<file path="src/hdl/wtss_pkg.sv">
// Shared types, constants and helper functions of the weighted trigger step sequencer.
package wtss_pkg;

    // Pattern length in steps and clock output division.
    localparam int STEPS           = 64;
    localparam int PULSES_PER_BEAT = 4;
    localparam int STEP_W          = $clog2(STEPS);
    localparam int BEAT_W          = (PULSES_PER_BEAT > 1) ? $clog2(PULSES_PER_BEAT) : 1;

    // Channel layout and widths.
    localparam int NUM_CH       = 3;
    localparam int NUM_GATES    = 4;
    localparam int GATE_CLOCK   = 3;
    localparam int WEIGHT_W     = 2;
    localparam int GATE_LEN_W   = 8;
    localparam int KNOB_W       = 10;
    localparam int KNOB_SHIFT   = 10;
    localparam int IDX_OUT_W    = 6;

    localparam logic [GATE_LEN_W-1:0] GATE_LEN_RESET = 8'd25;
    localparam logic [WEIGHT_W-1:0]   WEIGHT_MAX     = 2'b11;

    // One poll of the front panel.
    typedef struct packed {
        logic [NUM_CH-1:0]     button_levels;
        logic                  record_level;
        logic                  advance;
        logic [KNOB_W-1:0]     roll_knob;
        logic [7:0]            elapsed_ms;
    } poll_t;

    // One result of a poll.
    typedef struct packed {
        logic                         gate_top;
        logic                         gate_left;
        logic                         gate_right;
        logic                         clock_gate;
        logic [IDX_OUT_W-1:0]         step_index;
        logic                         recording;
        logic [NUM_CH*WEIGHT_W-1:0]   channel_weights;
    } result_t;

    // Firing threshold: 3 - knob*3/1024, always in 1..3.
    function automatic logic [WEIGHT_W-1:0] knob_threshold(input logic [KNOB_W-1:0] knob);
        logic [KNOB_W+1:0] prod;
        prod = {2'b00, knob} * (KNOB_W+2)'(3);
        return WEIGHT_MAX - prod[KNOB_W+1:KNOB_SHIFT];
    endfunction

    // Move a weight one up when pressed, one down otherwise, clamped to 0..3.
    function automatic logic [WEIGHT_W-1:0] weight_update(input logic [WEIGHT_W-1:0] w,
                                                          input logic pressed);
        logic [WEIGHT_W-1:0] res;
        res = w;
        if (pressed)
        begin
            if (w != WEIGHT_MAX)
                res = w + WEIGHT_W'(1);
        end
        else
        begin
            if (w != '0)
                res = w - WEIGHT_W'(1);
        end
        return res;
    endfunction

endpackage

</file>
<file path="src/hdl/wtss_poll_if.sv">
// Valid/ready channel that carries one poll item.
interface wtss_poll_if;
    logic              valid;
    logic              ready;
    wtss_pkg::poll_t   data;

    modport source (output valid, output data, input ready);
    modport sink   (input valid, input data, output ready);
endinterface

</file>
<file path="src/hdl/wtss_result_if.sv">
// Valid/ready channel that carries one result item.
interface wtss_result_if;
    logic               valid;
    logic               ready;
    wtss_pkg::result_t  data;

    modport source (output valid, output data, input ready);
    modport sink   (input valid, input data, output ready);
endinterface

</file>
<file path="src/hdl/weighted_trigger_step_sequencer_core.sv">
// Top level of the weighted trigger step sequencer: poll processing, pattern memory, gates.
//
// Usage: every poll of the front panel arrives as one transfer on the poll channel
// (buttons, record level, advance flag, roll knob, elapsed milliseconds). Each poll
// produces exactly one transfer on the result channel with the gate levels, the
// current step, the recording flag and the current step's weights.
// A poll accepted on the poll channel passes the input register, then the result
// register, before it is presented on the result channel.
// Throughput: one poll per cycle while result.ready is high; the poll is processed
// in the cycle it leaves the input register, and the weights of the following step
// are prefetched from the pattern memory on every advance so no memory read sits in
// that path. The gate length register is written through cfg_wr_en/cfg_wr_data;
// the user must do so while no poll is in flight; the block does not enforce it.
// Reset: the pattern reads as all zero (per-entry valid bits are cleared at once),
// step, weights, presses, recording and gate timers are cleared, and the gate
// length returns to 25 ms. Polls are accepted right after reset is released.
// Stall: while the receiver holds ready low, the result is held; one more poll is
// taken into the input register and then ready goes low until the result moves.
module weighted_trigger_step_sequencer_core (
    input  logic                                clk,
    input  logic                                rst_n,
    input  logic                                cfg_wr_en,
    input  logic [wtss_pkg::GATE_LEN_W-1:0]     cfg_wr_data,
    wtss_poll_if.sink                           poll,
    wtss_result_if.source                       result
);

    localparam int WW = wtss_pkg::NUM_CH * wtss_pkg::WEIGHT_W;

    // Input stage.
    logic                               in_valid_reg;
    wtss_pkg::poll_t                    in_data_reg;

    // Output stage.
    logic                               out_valid_reg;
    wtss_pkg::result_t                  out_data_reg;
    wtss_pkg::result_t                  out_data_next;

    // Sequencer state.
    logic [wtss_pkg::GATE_LEN_W-1:0]    gate_len_reg;
    logic [wtss_pkg::STEP_W-1:0]        step_reg;
    logic [wtss_pkg::STEP_W-1:0]        step_next;
    logic [wtss_pkg::STEP_W-1:0]        pre_addr;
    logic [wtss_pkg::BEAT_W-1:0]        beat_reg;
    logic [wtss_pkg::BEAT_W-1:0]        beat_next;
    logic [WW-1:0]                      weights_reg;
    logic [WW-1:0]                      weights_next;
    logic [WW-1:0]                      rec_weights;
    logic [wtss_pkg::NUM_CH-1:0]        press_reg;
    logic [wtss_pkg::NUM_CH-1:0]        press_cur;
    logic                               rec_reg;
    logic                               rec_cur;
    logic                               rec_prev_reg;
    logic [wtss_pkg::GATE_LEN_W-1:0]    gate_rem_reg  [wtss_pkg::NUM_GATES];
    logic [wtss_pkg::GATE_LEN_W-1:0]    gate_rem_next [wtss_pkg::NUM_GATES];
    logic [wtss_pkg::NUM_GATES-1:0]     gate_fire;
    logic [wtss_pkg::NUM_GATES-1:0]     gate_level;
    logic [wtss_pkg::WEIGHT_W-1:0]      threshold;

    // Pattern memory with per-entry valid bits and the prefetched next step.
    logic [WW-1:0]                      pattern_mem [wtss_pkg::STEPS];
    logic [wtss_pkg::STEPS-1:0]         mem_valid_reg;
    logic [WW-1:0]                      pre_data_reg;
    logic                               pre_hit_reg;
    logic [WW-1:0]                      pre_weights;

    logic                               move;
    logic                               do_adv;
    logic                               mem_we;

    // Handshake: the input stage empties when the result register can take a new value.
    assign move         = in_valid_reg && (!out_valid_reg || result.ready);
    assign poll.ready   = !in_valid_reg || move;
    assign result.valid = out_valid_reg;
    assign result.data  = out_data_reg;

    assign do_adv  = move && in_data_reg.advance;
    assign mem_we  = do_adv && rec_cur;
    assign pre_weights = pre_hit_reg ? pre_data_reg : '0;
    assign threshold   = wtss_pkg::knob_threshold(in_data_reg.roll_knob);

    // Press latch and record toggle.
    always_comb
    begin
        press_cur = press_reg | in_data_reg.button_levels;
        rec_cur   = rec_reg ^ (in_data_reg.record_level & ~rec_prev_reg);
    end

    // Weights written back while recording.
    always_comb
    begin
        rec_weights = '0;
        for (int i = 0; i < wtss_pkg::NUM_CH; i++)
        begin
            rec_weights[i*wtss_pkg::WEIGHT_W +: wtss_pkg::WEIGHT_W] =
                wtss_pkg::weight_update(weights_reg[i*wtss_pkg::WEIGHT_W +: wtss_pkg::WEIGHT_W],
                                        press_cur[i]);
        end
    end

    // Step, beat, prefetch address and weights after an advance.
    always_comb
    begin
        step_next = (step_reg == wtss_pkg::STEP_W'(wtss_pkg::STEPS - 1)) ?
                    '0 : step_reg + wtss_pkg::STEP_W'(1);
        pre_addr  = (step_next == wtss_pkg::STEP_W'(wtss_pkg::STEPS - 1)) ?
                    '0 : step_next + wtss_pkg::STEP_W'(1);
        if (step_next == '0 || beat_reg == wtss_pkg::BEAT_W'(wtss_pkg::PULSES_PER_BEAT - 1))
            beat_next = '0;
        else
            beat_next = beat_reg + wtss_pkg::BEAT_W'(1);
        weights_next = in_data_reg.advance ? pre_weights : weights_reg;
    end

    // Gate timers: count down by the elapsed time, reload on a fire.
    always_comb
    begin
        gate_fire = '0;
        for (int i = 0; i < wtss_pkg::NUM_CH; i++)
        begin
            gate_fire[i] = in_data_reg.advance &&
                (pre_weights[i*wtss_pkg::WEIGHT_W +: wtss_pkg::WEIGHT_W] >= threshold);
        end
        gate_fire[wtss_pkg::GATE_CLOCK] = in_data_reg.advance && (beat_next == '0);
        for (int g = 0; g < wtss_pkg::NUM_GATES; g++)
        begin
            if (gate_fire[g])
                gate_rem_next[g] = gate_len_reg;
            else if (gate_rem_reg[g] > in_data_reg.elapsed_ms)
                gate_rem_next[g] = gate_rem_reg[g] - in_data_reg.elapsed_ms;
            else
                gate_rem_next[g] = '0;
            gate_level[g] = (gate_rem_next[g] != '0);
        end
    end

    // Result assembly.
    always_comb
    begin
        out_data_next.gate_top        = gate_level[0];
        out_data_next.gate_left       = gate_level[1];
        out_data_next.gate_right      = gate_level[2];
        out_data_next.clock_gate      = gate_level[wtss_pkg::GATE_CLOCK];
        out_data_next.step_index      = wtss_pkg::IDX_OUT_W'(in_data_reg.advance ?
                                                             step_next : step_reg);
        out_data_next.recording       = rec_cur;
        out_data_next.channel_weights = weights_next;
    end

    // Input register.
    always_ff @(posedge clk or negedge rst_n)
    begin
        if (!rst_n)
            in_valid_reg <= 1'b0;
        else if (poll.ready)
            in_valid_reg <= poll.valid;
    end

    always_ff @(posedge clk)
    begin
        if (poll.valid && poll.ready)
            in_data_reg <= poll.data;
    end

    // Result register.
    always_ff @(posedge clk or negedge rst_n)
    begin
        if (!rst_n)
            out_valid_reg <= 1'b0;
        else if (move)
            out_valid_reg <= 1'b1;
        else if (result.ready)
            out_valid_reg <= 1'b0;
    end

    always_ff @(posedge clk)
    begin
        if (move)
            out_data_reg <= out_data_next;
    end

    // Configuration register.
    always_ff @(posedge clk or negedge rst_n)
    begin
        if (!rst_n)
            gate_len_reg <= wtss_pkg::GATE_LEN_RESET;
        else if (cfg_wr_en)
            gate_len_reg <= cfg_wr_data;
    end

    // Sequencer state update, one poll per transfer out of the input register.
    always_ff @(posedge clk or negedge rst_n)
    begin
        if (!rst_n)
        begin
            step_reg     <= '0;
            beat_reg     <= '0;
            weights_reg  <= '0;
            press_reg    <= '0;
            rec_reg      <= 1'b0;
            rec_prev_reg <= 1'b0;
            for (int g = 0; g < wtss_pkg::NUM_GATES; g++)
                gate_rem_reg[g] <= '0;
        end
        else if (move)
        begin
            rec_reg      <= rec_cur;
            rec_prev_reg <= in_data_reg.record_level;
            press_reg    <= in_data_reg.advance ? '0 : press_cur;
            weights_reg  <= weights_next;
            for (int g = 0; g < wtss_pkg::NUM_GATES; g++)
                gate_rem_reg[g] <= gate_rem_next[g];
            if (in_data_reg.advance)
            begin
                step_reg <= step_next;
                beat_reg <= beat_next;
            end
        end
    end

    // Pattern memory write and prefetch read; addresses always differ.
    always_ff @(posedge clk)
    begin
        if (mem_we)
            pattern_mem[step_reg] <= rec_weights;
        if (do_adv)
            pre_data_reg <= pattern_mem[pre_addr];
    end

    // Valid bits make unwritten entries read as zero.
    always_ff @(posedge clk or negedge rst_n)
    begin
        if (!rst_n)
        begin
            mem_valid_reg <= '0;
            pre_hit_reg   <= 1'b0;
        end
        else
        begin
            if (mem_we)
                mem_valid_reg[step_reg] <= 1'b1;
            if (do_adv)
                pre_hit_reg <= mem_valid_reg[pre_addr];
        end
    end

endmodule

</file>
<file path="src/flat_wrapper.sv">
// flat-port wrapper written by rule: the top's interface ports become plain ports
module weighted_trigger_step_sequencer_core_flat 
  (clk, rst_n, cfg_wr_en, cfg_wr_data, poll_valid, poll_data, poll_ready, result_valid, result_data, result_ready);
  wtss_poll_if poll_i ();
  wtss_result_if result_i ();
  input  logic clk;
  input  logic rst_n;
  input  logic cfg_wr_en;
  input  logic [wtss_pkg::GATE_LEN_W-1:0] cfg_wr_data;
  input wire logic [$bits(poll_i.valid)-1:0] poll_valid;
  input wire logic [$bits(poll_i.data)-1:0] poll_data;
  output wire logic [$bits(poll_i.ready)-1:0] poll_ready;
  output wire logic [$bits(result_i.valid)-1:0] result_valid;
  output wire logic [$bits(result_i.data)-1:0] result_data;
  input wire logic [$bits(result_i.ready)-1:0] result_ready;
  assign poll_i.valid = poll_valid;
  assign poll_i.data = poll_data;
  assign poll_ready = poll_i.ready;
  assign result_valid = result_i.valid;
  assign result_data = result_i.data;
  assign result_i.ready = result_ready;
  weighted_trigger_step_sequencer_core u_core (.clk(clk), .rst_n(rst_n), .cfg_wr_en(cfg_wr_en), .cfg_wr_data(cfg_wr_data), .poll(poll_i), .result(result_i));
endmodule
</file>
<file path="config.mk">
export PLATFORM = sky130hd
export DESIGN_NAME = weighted_trigger_step_sequencer_core_flat
export DESIGN_NICKNAME = d
export VERILOG_FILES = /design/src/hdl/wtss_pkg.sv /design/src/hdl/wtss_poll_if.sv /design/src/hdl/wtss_result_if.sv /design/src/hdl/weighted_trigger_step_sequencer_core.sv /design/src/flat_wrapper.sv
export SDC_FILE = /design/constraint.sdc
export NUM_CORES = 1
export LEC_CHECK = 0
export ABC_AREA = 1
export BUFFER_PORTS_ARGS = -buffer_cell sky130_fd_sc_hd__buf_2
export CAP_MARGIN = 20
export CORE_ASPECT_RATIO = 0.9
export CORE_UTILIZATION = 25
export CTS_BUF_LIST = sky130_fd_sc_hd__clkbuf_8
export DETAILED_ROUTE_END_ITERATION = 10
export PLACE_DENSITY = 0.51
export SYNTH_ARGS = -nofsm -noshare
export SYNTH_HDL_FRONTEND = slang
export SYNTH_SLANG_ARGS = --single-unit
</file>
<file path="constraint.sdc">
create_clock -name clk -period 4.2 [get_ports clk]
set_clock_uncertainty 0.15 [all_clocks]
set_input_delay 0.63 -clock clk [delete_from_list [all_inputs] [get_ports clk]]
set_output_delay 0.63 -clock clk [all_outputs]
set_load 0.1 [all_outputs]
</file>
---- After elaboration in Yosys (flattened, before gate mapping) ----
Memories as Yosys holds them, arrays and structs flattened. A register that Yosys moved wholly into a read port is not among the register bits.
Cells that the tools add are included.
word-level totals
  memories ................................ 1
  bits in writable memories ............... 384
  input port bits ......................... 36
  output and inout bits ................... 19
  logic and storage cells ................. 121
  bits in registers ....................... 166
memory list
  memory              depth  width  rd ports  clocked after Yosys merged registers in  write ports  RTL line                                    text
  u_core.pattern_mem  64     6      1         1                                        1            weighted_trigger_step_sequencer_core.sv:61  logic [WW-1:0] pattern_mem [wtss_pkg::STEPS];
operators by class
  $lt $le $gt $ge ......................... 10
  reduce and logical (&&, ||, !) cells .... 25
  bitwise gates (word level) .............. 5
  multipliers ............................. 1
  eq/ne operators ......................... 6
  muxes and demuxes ....................... 32
  $add $sub $neg .......................... 14
operators with widths
  cell                                                                   count
  8-bit two-way mux                                                      8
  64-bit OR                                                              1
  8-bit > comparator                                                     4
  8-bit nonzero test                                                     4
  8-bit subtractor                                                       4
  6-bit two-way mux                                                      5
  2-bit two-way mux                                                      10
  6-bit by 7-bit < comparator with 1-bit output, second input constant   2
  6-bit by 1-bit adder with 6-bit output, second input constant          2
  6-bit == test, second input constant                                   2
  10-bit by 2-bit multiplier with 12-bit output, second input constant   1
  1-bit logical AND                                                      9
  2-bit by 1-bit adder with 2-bit output, second input constant          4
  2-bit nonzero test                                                     4
  1-bit binary-select mux with 6-bit select                              1
  1-bit demux with 6-bit select                                          1
  2-bit >= comparator                                                    3
  6-bit by 1-bit >= comparator with 1-bit output, second input constant  1
  6-bit zero test                                                        1
  1-bit two-way mux                                                      6
  2-bit != test, second input constant                                   3
  2-bit by 1-bit subtractor with 2-bit output, second input constant     3
  1-bit logical OR                                                       3
  3-bit two-way mux                                                      1
  9 further kinds                                                        10

---- Depth between registers and ports, before layout ----
Gate-level depths: netlist of the first run.
  depth in word-level cells ............... 9
  mapped depth ............................ 19
  depth with buffers taken out ............ 19

---- Worst setup path before layout of the first run ----
No wires, ideal clock.
  kind .................................... reg-to-reg
  start ................................... reg u_core.weights_reg[1]
  end ..................................... mem u_core.pattern_mem[0][0] in the netlist's numbering, data pin
  library setup time ...................... 0.702 ns
  path buffers ............................ 0
  cell stages (with the launch flop) ...... 3
  arrival time ............................ 2.949 ns
  clock period less this slack ............ 3.801 ns
  data required time ...................... 3.348 ns
  slack ................................... 0.399 ns
  path through ............................ dfrtp_1 -> inv_1 -> o21ai_0
between the ends
  word-level cells in the longest chain between the ends .. 3
  elaborated cells on any way between the ends .. 5
  those cells by class .................... eq/ne: 1; mux: 3; reduce/logical: 1
RTL lines
  what                                                 RTL line                                     text
  start: declaration                                   weighted_trigger_step_sequencer_core.sv:46   logic [WW-1:0] weights_reg;
  start signal: assignment                             weighted_trigger_step_sequencer_core.sv:210  weights_reg <= weights_next;
  2-bit != test or 2-bit nonzero test (tied branches)  wtss_pkg.sv:57, wtss_pkg.sv:62
  2-bit two-way mux, on equally long branches          wtss_pkg.sv:57, wtss_pkg.sv:62
  2-bit two-way mux (*)                                wtss_pkg.sv:55                               if (pressed)
  named net u_core.rec_weights[0]                      weighted_trigger_step_sequencer_core.sv:48   logic [WW-1:0] rec_weights;
  end: declaration                                     weighted_trigger_step_sequencer_core.sv:61
The timed path passes the listed nets; every way through them passes the cells marked *.

---- Worst setup path in the final report of the first run ----
  start ................................... in result_ready
  end ..................................... mem u_core.pattern_mem[39][3] in the netlist's numbering (enable)
between the ends
  word-level cells in the longest chain between the ends .. 6
RTL lines
  what                                     RTL line                                     text
  start: declaration                       flat_wrapper.sv:15                           input wire logic [$bits(result_i.ready)-1:0] result_ready;
  1-bit logical OR                         weighted_trigger_step_sequencer_core.sv:72   assign move = in_valid_reg && (!out_valid_reg || result.ready);
  1-bit logical AND                        weighted_trigger_step_sequencer_core.sv:72
  1-bit logical AND                        weighted_trigger_step_sequencer_core.sv:77   assign do_adv = move && in_data_reg.advance;
  1-bit logical AND                        weighted_trigger_step_sequencer_core.sv:78   assign mem_we = do_adv && rec_cur;
  1-bit two-way mux                        weighted_trigger_step_sequencer_core.sv:224  if (mem_we)
  1-bit two-way mux (not written as such)  weighted_trigger_step_sequencer_core.sv:225  pattern_mem[step_reg] <= rec_weights;
No other way between the ends.

==> results.sh, run 1 <==
export IMPL_coreArea_um2=97000
export IMPL_dr_pass1_iters=6
export IMPL_overflow=0
export IMPL_drc=0
export IMPL_maxCapViolCount=0
export IMPL_syn_inst=2342
export IMPL_grt_pass1_vias=16800
export IMPL_synthXorXnorAreaFrac_pct=0.426
export IMPL_wl_met3_um=3400
export IMPL_postCtsResizedCells=0
export IMPL_cp_data_arrival_time_ns=3.62
export IMPL_placement_cell_area_um2=26500
export IMPL_worst_setup_path_start_kind="primary input"
export IMPL_hold_viol=0
export IMPL_post_cts_setup_buffers=0
export IMPL_synth_async_reset_ratio_pct=22.7
export IMPL_layout_drive_gt1_share_pct=11.6
export IMPL_run_status="finished, final reports clean"
export IMPL_cts_buffer_depth=3
export IMPL_holdCritPathClass="in -> reg"
export IMPL_ys_seq_area_share_pct=65.1
export IMPL_maxSlewHeadroom_pct=29.3
export IMPL_holdPathStages=3
export IMPL_final_common_cell="nand2_1"
export IMPL_wl_um=67200
export IMPL_synthToLayoutAreaGrowth_pct=15.9
export IMPL_wl_met1_um=32900
export IMPL_clk_latency_ns=0.70
export IMPL_synth_compound_area_share_pct=7.87
export IMPL_synthAdderAreaFrac_pct=2.71
export IMPL_grt_usage_pct=13.5
export IMPL_die_h_um=300
export IMPL_start_util_pct=25.4
export IMPL_critPathKind="in -> reg"
export IMPL_gp_congestion=0.853
export IMPL_synth_area_um2=24700
export IMPL_cts_num_sinks=556
export IMPL_grt_pass1_wl_um=103000
export IMPL_synth_top_family_by_area="simple AND/OR/NAND/NOR gates"
export IMPL_ys_ff_latch=556
export IMPL_p_leak_nw=11.3
export IMPL_yosysWarnings=0
export IMPL_die_w_um=333
export IMPL_h_tree_depth=3
export IMPL_num_vias=17200
export IMPL_largest_reg_flops=384
export IMPL_r2r_slack_ns=0.84
export IMPL_rr_worst_depth=14
export IMPL_drv_slew=0
export IMPL_antenna_left=0
export IMPL_setup_viol=0
export IMPL_drtIter0Drc=1193
export IMPL_met2_length_um=29300
export IMPL_numPortBuffers=54
export IMPL_p_per_area_nw_per_um2=771
export IMPL_synth_avg_cell_area_um2=10.5
export IMPL_cp_required_ns=4.35
export IMPL_antenna_found_initial=1
export IMPL_ios=55
export IMPL_synth_fp_nets=2429
export IMPL_vias_per_cell=4.53
export IMPL_path_clk_slew_ns=0.06
export IMPL_cp_max_fo=13
export IMPL_ys_dominant_reg_cell="edfxtp_1"
export IMPL_vdd_drop_max_mv=0.701
export IMPL_max_freq_mhz=288
export IMPL_synth_simple_gate_area_share_pct=19.1
export IMPL_synth_mux_area_share_pct=0.137
export IMPL_setup_tns_final_ns=0
export IMPL_yosys_cell_types_count=40
export IMPL_cts_buffers=93
export IMPL_grt_max_degree=101
export IMPL_dieArea_um2=99900
export IMPL_final_cell_mix="nand2_1, edfxtp_1, o21ai_0, nand3_1, nor2_1"
export IMPL_place_hpwl_um=42000
export IMPL_clockRootBuffer="clkbuf_8"
export IMPL_nNetsFinal=2542
export IMPL_worstMarginPinSlew_ns=1.06
export IMPL_synth_edff_count=430
export IMPL_wire_per_inst_um=17.7
export IMPL_period_share_pct=82.7
export IMPL_dr_max_layer_used="met4"
export IMPL_fin_crit_ns=3.47
export IMPL_tritoncts="done"
export IMPL_rsz0062_at_grt="false"
export IMPL_rows=108
export IMPL_cp_end_kind="flop"
export IMPL_final_cell_area_um2=28600
[critical path, stage by stage]
cell and delay, ns:
dlygate4sd3_1 0.52, buf_2 0.09, inv_1 0.04, nand2_1 0.09
nand2_2 0.10, nor2_1 0.14, inv_1 0.20, nor2_2 0.34
nand2_1 0.71, nor2_1 0.74
[what timing repair did]
action | in CTS | in global routing
endpoints found under the setup margin | 0 | 0
hold endpoints to repair | 95 | 0
hold buffers | 32 | 0
[logic make-up after synthesis]
group | Yosys count
simple gates | 1110
flops | 556
compound gates | 345
buf+inv | 265
fa+ha+maj | 51
xor+xnor | 12
mux | 3
[final timing paths]
| path | startpoint | end |
|---|---|---|
| setup / recovery | result_ready | u_core.pattern_mem[39][3] |
| hold / removal | cfg_wr_data[6] | u_core.gate_len_reg[6] |
| setup reg to reg | u_core.step_reg[0] | u_core.pre_data_reg[3] |
| hold reg to reg | u_core.mem_valid_reg[6] | u_core.mem_valid_reg[6] |
| max in group asynchronous | rst_n | u_core.mem_valid_reg[6] |
| min in group asynchronous | rst_n | u_core.gate_rem_reg[6] |
[power by group]
| group | switching (W) | total, W | internal, W |
|---|---|---|---|
| sequential | 0.000304 | 0.00741 | 0.00711 |
| clock | 0.00226 | 0.00469 | 0.00243 |
| combinational | 0.00724 | 0.00994 | 0.00270 |
| total | 0.00980 | 0.0220 | 0.0122 |
[stage by stage]
stage	cells	total power [W]	setup slack, ns	utilization (%)	hold slack [ns]
6_report	3800	0.0220	0.729	29.5	0.0550
5_1_grt	3800	0.0235	0.519	29.5	0.0292
4_1_cts	3799	0.0223	0.852	29.5	0.00707
3_5_place_dp	3593	0.0175	0.668	27.3	0.291
3_3_place_gp	3592	0.0175	0.681	27.3	0.286
2_1_floorplan	2342	0.0141	0.399	-	0.184
[area by class of cell]
type | count | area [µm²]
repair buffers | 128 | 1030
inverters | 155 | 588
multi-input cells | 1521 | 7520
well taps | 1265 | 1580
clock inverters | 75 | 433
flip-flops and latches | 556 | 16100
clock buffers | 99 | 1360
diodes | 1 | 2.50
fillers | 10100 | 68400
[cells in the mapped netlist, types with 2 or more instances]
cell type,count,share of area [%]
nand2_1,595,9.1
edfxtp_1,430,52
o21ai_0,225,4.6
nand3_1,213,4.3
nor2_1,200,3.0
inv_1,148,2.3
dfrtp_1,123,12
o211ai_1,50,1.5
ha_1,47,2.4
or2_2,45,1.1
clkbuf_1,42,0.64
buf_2,41,0.83
a21oi_1,28,0.57
nand4_1,28,0.71
a22o_1,14,0.50
buf_4,12,0.37
o22ai_1,10,0.25
nor3_1,9,0.18
o21ai_1,9,0.18
xor2_1,9,0.32
buf_1,8,0.12
buf_6,7,0.32
inv_2,6,0.091
nand2_2,6,0.15
nor2_2,5,0.13
o21bai_1,5,0.15
fa_1,4,0.32
dfstp_2,3,0.32
mux2_2,3,0.14
xnor2_1,3,0.11
a31oi_1,2,0.051
and3_1,2,0.051
nand3_2,2,0.081
nor4_1,2,0.051
[per-layer routing]
layer  global-route usage (%)  vias up
li1                         -     8307
met1                     19.3     8367
met2                     20.6      414
met3                     2.35      118
met4                     4.36        0
met5                        0        -
No activity file was read; power rests on OpenSTA's default activity.
==> run 2, diff against run 1 <==
Settings changed: ABC_AREA 1 to 0, PLACE_DENSITY 0.51 to 0.52.
Clock period 4.2 ns to 3.1 ns, I/O delays scaled along.
==> results.sh, run 2 <==
export IMPL_cp_required_ns=3.55
export IMPL_p_leak_nw=11.2
export IMPL_seqCellArea_um2=16100
export IMPL_largest_reg_flops=384
export IMPL_p_per_area_nw_per_um2=1020
export IMPL_start_util_pct=25.3
export IMPL_max_freq_mhz=327
export IMPL_num_vias=14200
export IMPL_run_status="finished with violations"
export IMPL_vias_per_cell=4.55
export IMPL_period_share_pct=98.6
export IMPL_dr_max_layer_used="met4"
export IMPL_clockPowerShare_pct=22.0
export IMPL_holdCritPathClass="in -> async"
export IMPL_fillers=9194
export IMPL_antenna_left=0
export IMPL_finish_utilization_pct=31.9
export IMPL_ys_top_cells_by_area="edfxtp_1, dfrtp_1, mux4_2"
export IMPL_grt_pass1_wl_um=93500
export IMPL_synthToLayoutAreaGrowth_pct=25.8
export IMPL_hold_viol=0
export IMPL_fin_crit_ns=3.06
export IMPL_wire_per_inst_um=19.7
export IMPL_dp_cells=2869
export IMPL_synth_edff_count=430
export IMPL_place_hpwl_um=40500
export IMPL_vdd_drop_max_mv=0.751
export IMPL_p_seq_share_pct=32.1
export IMPL_r2r_slack_ns=0.04
export IMPL_instances_no_fill=3116
export IMPL_numPortBuffers=54
export IMPL_maxSlewHeadroom_pct=29.6
export IMPL_netlist_area_leader_share_pct=53.7
export IMPL_final_cell_mix="edfxtp_1, buf_4, nor2_1, dfrtp_1, mux4_2"
export IMPL_dieArea_um2=97300
export IMPL_yosysMostFrequentCell="edfxtp_1"
export IMPL_synth_avg_cell_area_um2=16.2
export IMPL_synth_async_reset_ratio_pct=22.7
export IMPL_yosys_cell_types_count=70
export IMPL_grt_pass1_vias=14800
export IMPL_synth_fp_nets=1574
export IMPL_coreArea_um2=94900
export IMPL_nNetsFinal=1872
export IMPL_drtIter0Drc=916
export IMPL_synth_commonest_cells="edfxtp_1, dfrtp_1, nor2_1"
export IMPL_antenna_found_initial=1
export IMPL_gp_congestion=0.857
export IMPL_maxCapViolCount=0
export IMPL_cts_num_sinks=556
export IMPL_r2r_start="u_core.in_data_reg[10]"
export IMPL_cp_max_fo=3
export IMPL_cp_end_kind="flop"
export IMPL_place_ws_ns=-0.255
export IMPL_tritoncts="done"
export IMPL_clk_latency_ns=0.70
export IMPL_dr_pass1_iters=8
export IMPL_fin_ws_ns=0.0447
export IMPL_met2_length_um=28800
export IMPL_h_tree_depth=3
export IMPL_syn_inst=1487
export IMPL_die_h_um=296
export IMPL_wl_met1_um=28700
export IMPL_worstMarginPinSlew_ns=1.06
export IMPL_path_clk_slew_ns=0.06
export IMPL_setup_viol=0
export IMPL_die_w_um=329
export IMPL_yosysTopAreaCell="edfxtp_1"
export IMPL_rsz0062_at_grt="true"
export IMPL_drc=8
export IMPL_worst_setup_path_start_kind="flop"
export IMPL_layout_drive_gt1_share_pct=34.9
export IMPL_grt_max_degree=65
export IMPL_final_common_cell="edfxtp_1"
export IMPL_switchingPower_w=0.0110
export IMPL_rr_worst_depth=11
export IMPL_cell_internal_pwr_w=0.0199
export IMPL_multi_input_area_um2=8110
export IMPL_rows=107
export IMPL_clockRootBuffer="clkbuf_8"
export IMPL_failed_checks="design-rule violations"
export IMPL_critPathKind="reg -> reg"
export IMPL_cts_buffers=94
export IMPL_netSwitchingFraction_pct=35.6
export IMPL_ios=55
export IMPL_overflow=0
export IMPL_synth_area_um2=24000
export IMPL_yosysWarnings=0
export IMPL_power_w=0.0308
export IMPL_cp_data_arrival_time_ns=3.51
export IMPL_ys_dominant_reg_cell="edfxtp_1"
export IMPL_ys_seq_area_share_pct=66.9
export IMPL_timing_rr_end="u_core.gate_rem_reg[28]"
export IMPL_wl_um=61500
export IMPL_whs_ns=0.161
export IMPL_ys_ff_latch=556
export IMPL_power_frac_comb_pct=46.0
export IMPL_cts_buffer_depth=3
export IMPL_grt_usage_pct=12.7
export IMPL_wl_met3_um=2860
export IMPL_drv_slew=0
## run 2: cell count changes in the layout (fill, tap and decap cells not counted), moves of 106 or more
| cell | delta |
|---|---|
| nand3_1 | -194 |
| inv_1 | -131 |
| nand2_1 | -507 |
| mux4_2 | +113 |
| buf_4 | +106 |
| o21ai_0 | -197 |
## run 2: metrics by stage
stage	instance area [µm²]	setup TNS [ns]
CTS	29600	0
detailed placement	27000	-2.35
global route	30200	-0.366
global placement	27000	-1.03
floorplan	24100	-0.0743
finish	30200	0
## run 2: worst max-delay path by stage
stage | start | end
4_1_cts | u_core.step_reg[1] | u_core.pre_data_reg[4]
5_1_grt | u_core.in_data_reg[9] | u_core.gate_rem_reg[28]
2_1_floorplan | u_core.in_data_reg[10] | u_core.gate_rem_reg[28]
3_3_place_gp | u_core.step_reg[1] | u_core.pre_data_reg[0]
6_report | u_core.in_data_reg[10] | u_core.gate_rem_reg[28]
3_5_place_dp | u_core.step_reg[1] | u_core.pre_data_reg[0]
## run 2: logic make-up (layout without fill, tap and decap cells)
logic type,Yosys count,count (layout),synth area share (%)
AOI/OAI and AO/OA,173,173,5.17
xor gates and xnor gates,32,32,1.29
adders and majority gates,51,51,2.78
buffers and inverters,102,477,2.04
DFF,556,556,66.9
muxes,193,193,14.0
other,0,1,0
and+or+nand+nor,380,380,7.82
## run 2: layer usage
| layer | global-route usage [%] | vias up |
|---|---|---|
| met3 | 2.10 | 78 |
| met2 | 20.0 | 368 |
| met4 | 3.73 | 0 |
| met5 | 0 | - |
| met1 | 17.8 | 7386 |
| li1 | - | 6361 |
## run 2: final cells by class
type | instances | area share (%)
inverters | 37 | 0.484
diodes | 1 | 0.00828
multi-input cells | 829 | 26.8
flip-flops and latches | 556 | 53.2
clock inverters | 65 | 1.59
clock buffers | 108 | 4.92
well taps | 1253 | 5.19
repair buffers | 267 | 7.85
## run 2: what timing repair did
item	4_1_cts	5_1_grt
resized for setup	28	80
pin swaps	3	21
hold buffers	43	0
cloned	2	1
setup endpoints to repair	31	32
endpoints found under the hold margin	91	0
buffers inserted	5	22
## run 2: critical path, stage by stage, from the launching register on
cell and delay [ns]:
edfxtp_1 0.40, ha_2 0.21, or3_4 0.37, o221ai_4 0.18
a21oi_2 0.09, a21o_1 0.18, a21o_4 0.23, ha_4 0.22
a21oi_4 0.16, nor2b_4 0.07, or4_4 0.57, o221ai_2 0.15
## run 2: power by group through the flow
stage          clock [W]  combinational (W)  sequential, W
2_1_floorplan          0            0.00746         0.0103
3_3_place_gp           0             0.0123        0.00998
3_5_place_dp           0             0.0124         0.0100
4_1_cts          0.00696             0.0131        0.00985
5_1_grt          0.00727             0.0151        0.00993
6_report         0.00677             0.0142        0.00988
==> run 3, diff against run 2 <==
Settings changed: CORE_UTILIZATION 25 to 55, PLACE_DENSITY 0.52 to 0.86.
==> results.sh, run 3 (synthesis gave the netlist of run 2 again) <==
export IMPL_run_status="finished with violations"
export IMPL_failed_checks="negative setup slack"
export IMPL_worstMarginPinSlew_ns=0.988
export IMPL_final_common_cell="edfxtp_1"
export IMPL_tritoncts="done"
export IMPL_cp_slowest_cell="or4_4"
export IMPL_slowest_delay_ns=0.51
export IMPL_maxSlewHeadroom_pct=33.9
export IMPL_clk_latency_ns=0.66
export IMPL_overflow=0
export IMPL_die_w_um=222
export IMPL_max_freq_mhz=321
export IMPL_place_ws_ns=-0.0700
export IMPL_nNetsFinal=1815
export IMPL_dr_pass1_iters=5
export IMPL_cp_max_fo=3
export IMPL_instances_no_fill=2354
export IMPL_place_hpwl_um=36400
export IMPL_dp_cells=2142
export IMPL_critPathKind="reg -> reg"
export IMPL_antenna_found_initial=0
export IMPL_p_per_area_nw_per_um2=1010
export IMPL_cp_data_arrival_time_ns=3.53
export IMPL_start_util_pct=55.8
export IMPL_grt_pass1_vias=14800
export IMPL_clockRootBuffer="clkbuf_8"
export IMPL_final_cell_mix="edfxtp_1, nor2_1, dfrtp_1, mux4_2, buf_4"
export IMPL_grt_pass1_wl_um=85800
export IMPL_synthToLayoutAreaGrowth_pct=18.7
export IMPL_cp_required_ns=3.51
export IMPL_maxCapViolCount=0
export IMPL_cts_buffers=86
export IMPL_drv_slew=0
export IMPL_wire_per_inst_um=24.1
export IMPL_hold_viol=0
export IMPL_num_vias=14600
export IMPL_worst_setup_path_start_kind="flop"
export IMPL_worst_path_buf_inv=0
export IMPL_cp_top_family="compound AO/OA/AOI/OAI gates"
export IMPL_holdCritPathClass="in -> reg"
export IMPL_drc=0
export IMPL_numPortBuffers=54
export IMPL_vias_per_cell=6.20
export IMPL_die_h_um=200
export IMPL_setup_viol=3
export IMPL_crit_chain="ha_2, or3_4, o221ai_4, a21oi_2, a21o_1, a21o_4, ha_4, a21oi_4, nor2b_2, or4_4, o221ai_2"
export IMPL_antenna_left=0
export IMPL_rows=72
export IMPL_gp_congestion=0.886
export IMPL_largest_reg_flops=384
export IMPL_grt_usage_pct=25.5
export IMPL_coreArea_um2=43100
export IMPL_path_clk_slew_ns=0.06
export IMPL_cp_end_kind="flop"
export IMPL_ios=55
export IMPL_period_share_pct=100
export IMPL_dieArea_um2=44500
export IMPL_grt_max_degree=76
export IMPL_p_leak_nw=10.8
export IMPL_cts_buffer_depth=3
export IMPL_rsz0062_at_grt="true"
export IMPL_fin_ws_ns=-0.0109
export IMPL_drtIter0Drc=1612
export IMPL_h_tree_depth=3
export IMPL_layout_drive_gt1_share_pct=32.1
export IMPL_wl_um=56700
export IMPL_cts_num_sinks=556
export IMPL_vdd_drop_max_mv=0.759
export IMPL_r2r_slack_ns=-0.01
export IMPL_fin_crit_ns=3.11
## run 3: cell types whose count changed in the layout (fill, tap and decap cells not counted), moves of 8 or more
cell	before	now
buf_4	139	101
clkbuf_8	108	92
clkinv_1	10	21
dlygate4sd3_1	43	35
inv_1	67	48
mux2i_1	42	61
mux2i_4	12	0
## run 3: layer usage
layer / vias to the layer above / wire, µm / global-route usage (%)
li1: 6253 / - / -
met1: 7402 / 22900 / 35.8
met2: 784 / 27100 / 39.4
met4: 0 / 1880 / 10.1
met5: - / 0 / 0
met3: 150 / 4810 / 5.49
## run 3: area by class of cell
type | instances | area, µm²
Antenna cell | 1 | 2.50
Clock buffer | 92 | 1270
Clock inverter | 66 | 556
Fill cell | 2658 | 14500
Inverter | 37 | 144
Multi-Input combinational cell | 829 | 7830
Sequential cell | 556 | 16100
Tap cell | 555 | 694
Timing Repair Buffer | 218 | 1950
## run 3: what timing repair did
item,CTS,global route
pin swaps,2,20
setup endpoints to repair,16,42
endpoints found under the hold margin,104,0
setup buffers,5,9
hold buffers,35,0
resized for setup,4,49
cloned,0,4
## run 3: worst paths after layout
kind | from | end | depth (start not counted)
max in group asynchronous | rst_n | u_core.gate_len_reg[4] | 3
hold / removal | cfg_wr_en | u_core.gate_len_reg[5] | 2
setup reg to reg | u_core.in_data_reg[10] | u_core.gate_rem_reg[19] | 11
setup / recovery | u_core.in_data_reg[10] | u_core.gate_rem_reg[19] | 11
hold reg to reg | u_core.mem_valid_reg[5] | u_core.mem_valid_reg[5] | 1
min in group asynchronous | rst_n | u_core.gate_rem_reg[16] | 2
## run 3: where the power goes
group / internal, W / switching (W) / leakage (nW)
registers: 0.00942 / 0.000445 / 5.56
logic: 0.00567 / 0.00682 / 4.25
clock network: 0.00360 / 0.00285 / 0.978
total: 0.0187 / 0.0101 / 10.8
## run 3: metrics by stage
stage	utilization, %	area, µm²	hold WS (ns)	total power [W]	TNS, ns
6_report	66.2	28500	0.0820	0.0288	-0.0239
3_3_place_gp	60.1	25900	0.296	0.0213	-0.0192
3_5_place_dp	60.1	25900	0.301	0.0217	-0.241
2_1_floorplan	-	24100	0.0194	0.0177	-0.0743
4_1_cts	65.3	28100	0.0388	0.0283	-0.0423
5_1_grt	66.2	28500	0.0563	0.0300	-1.04
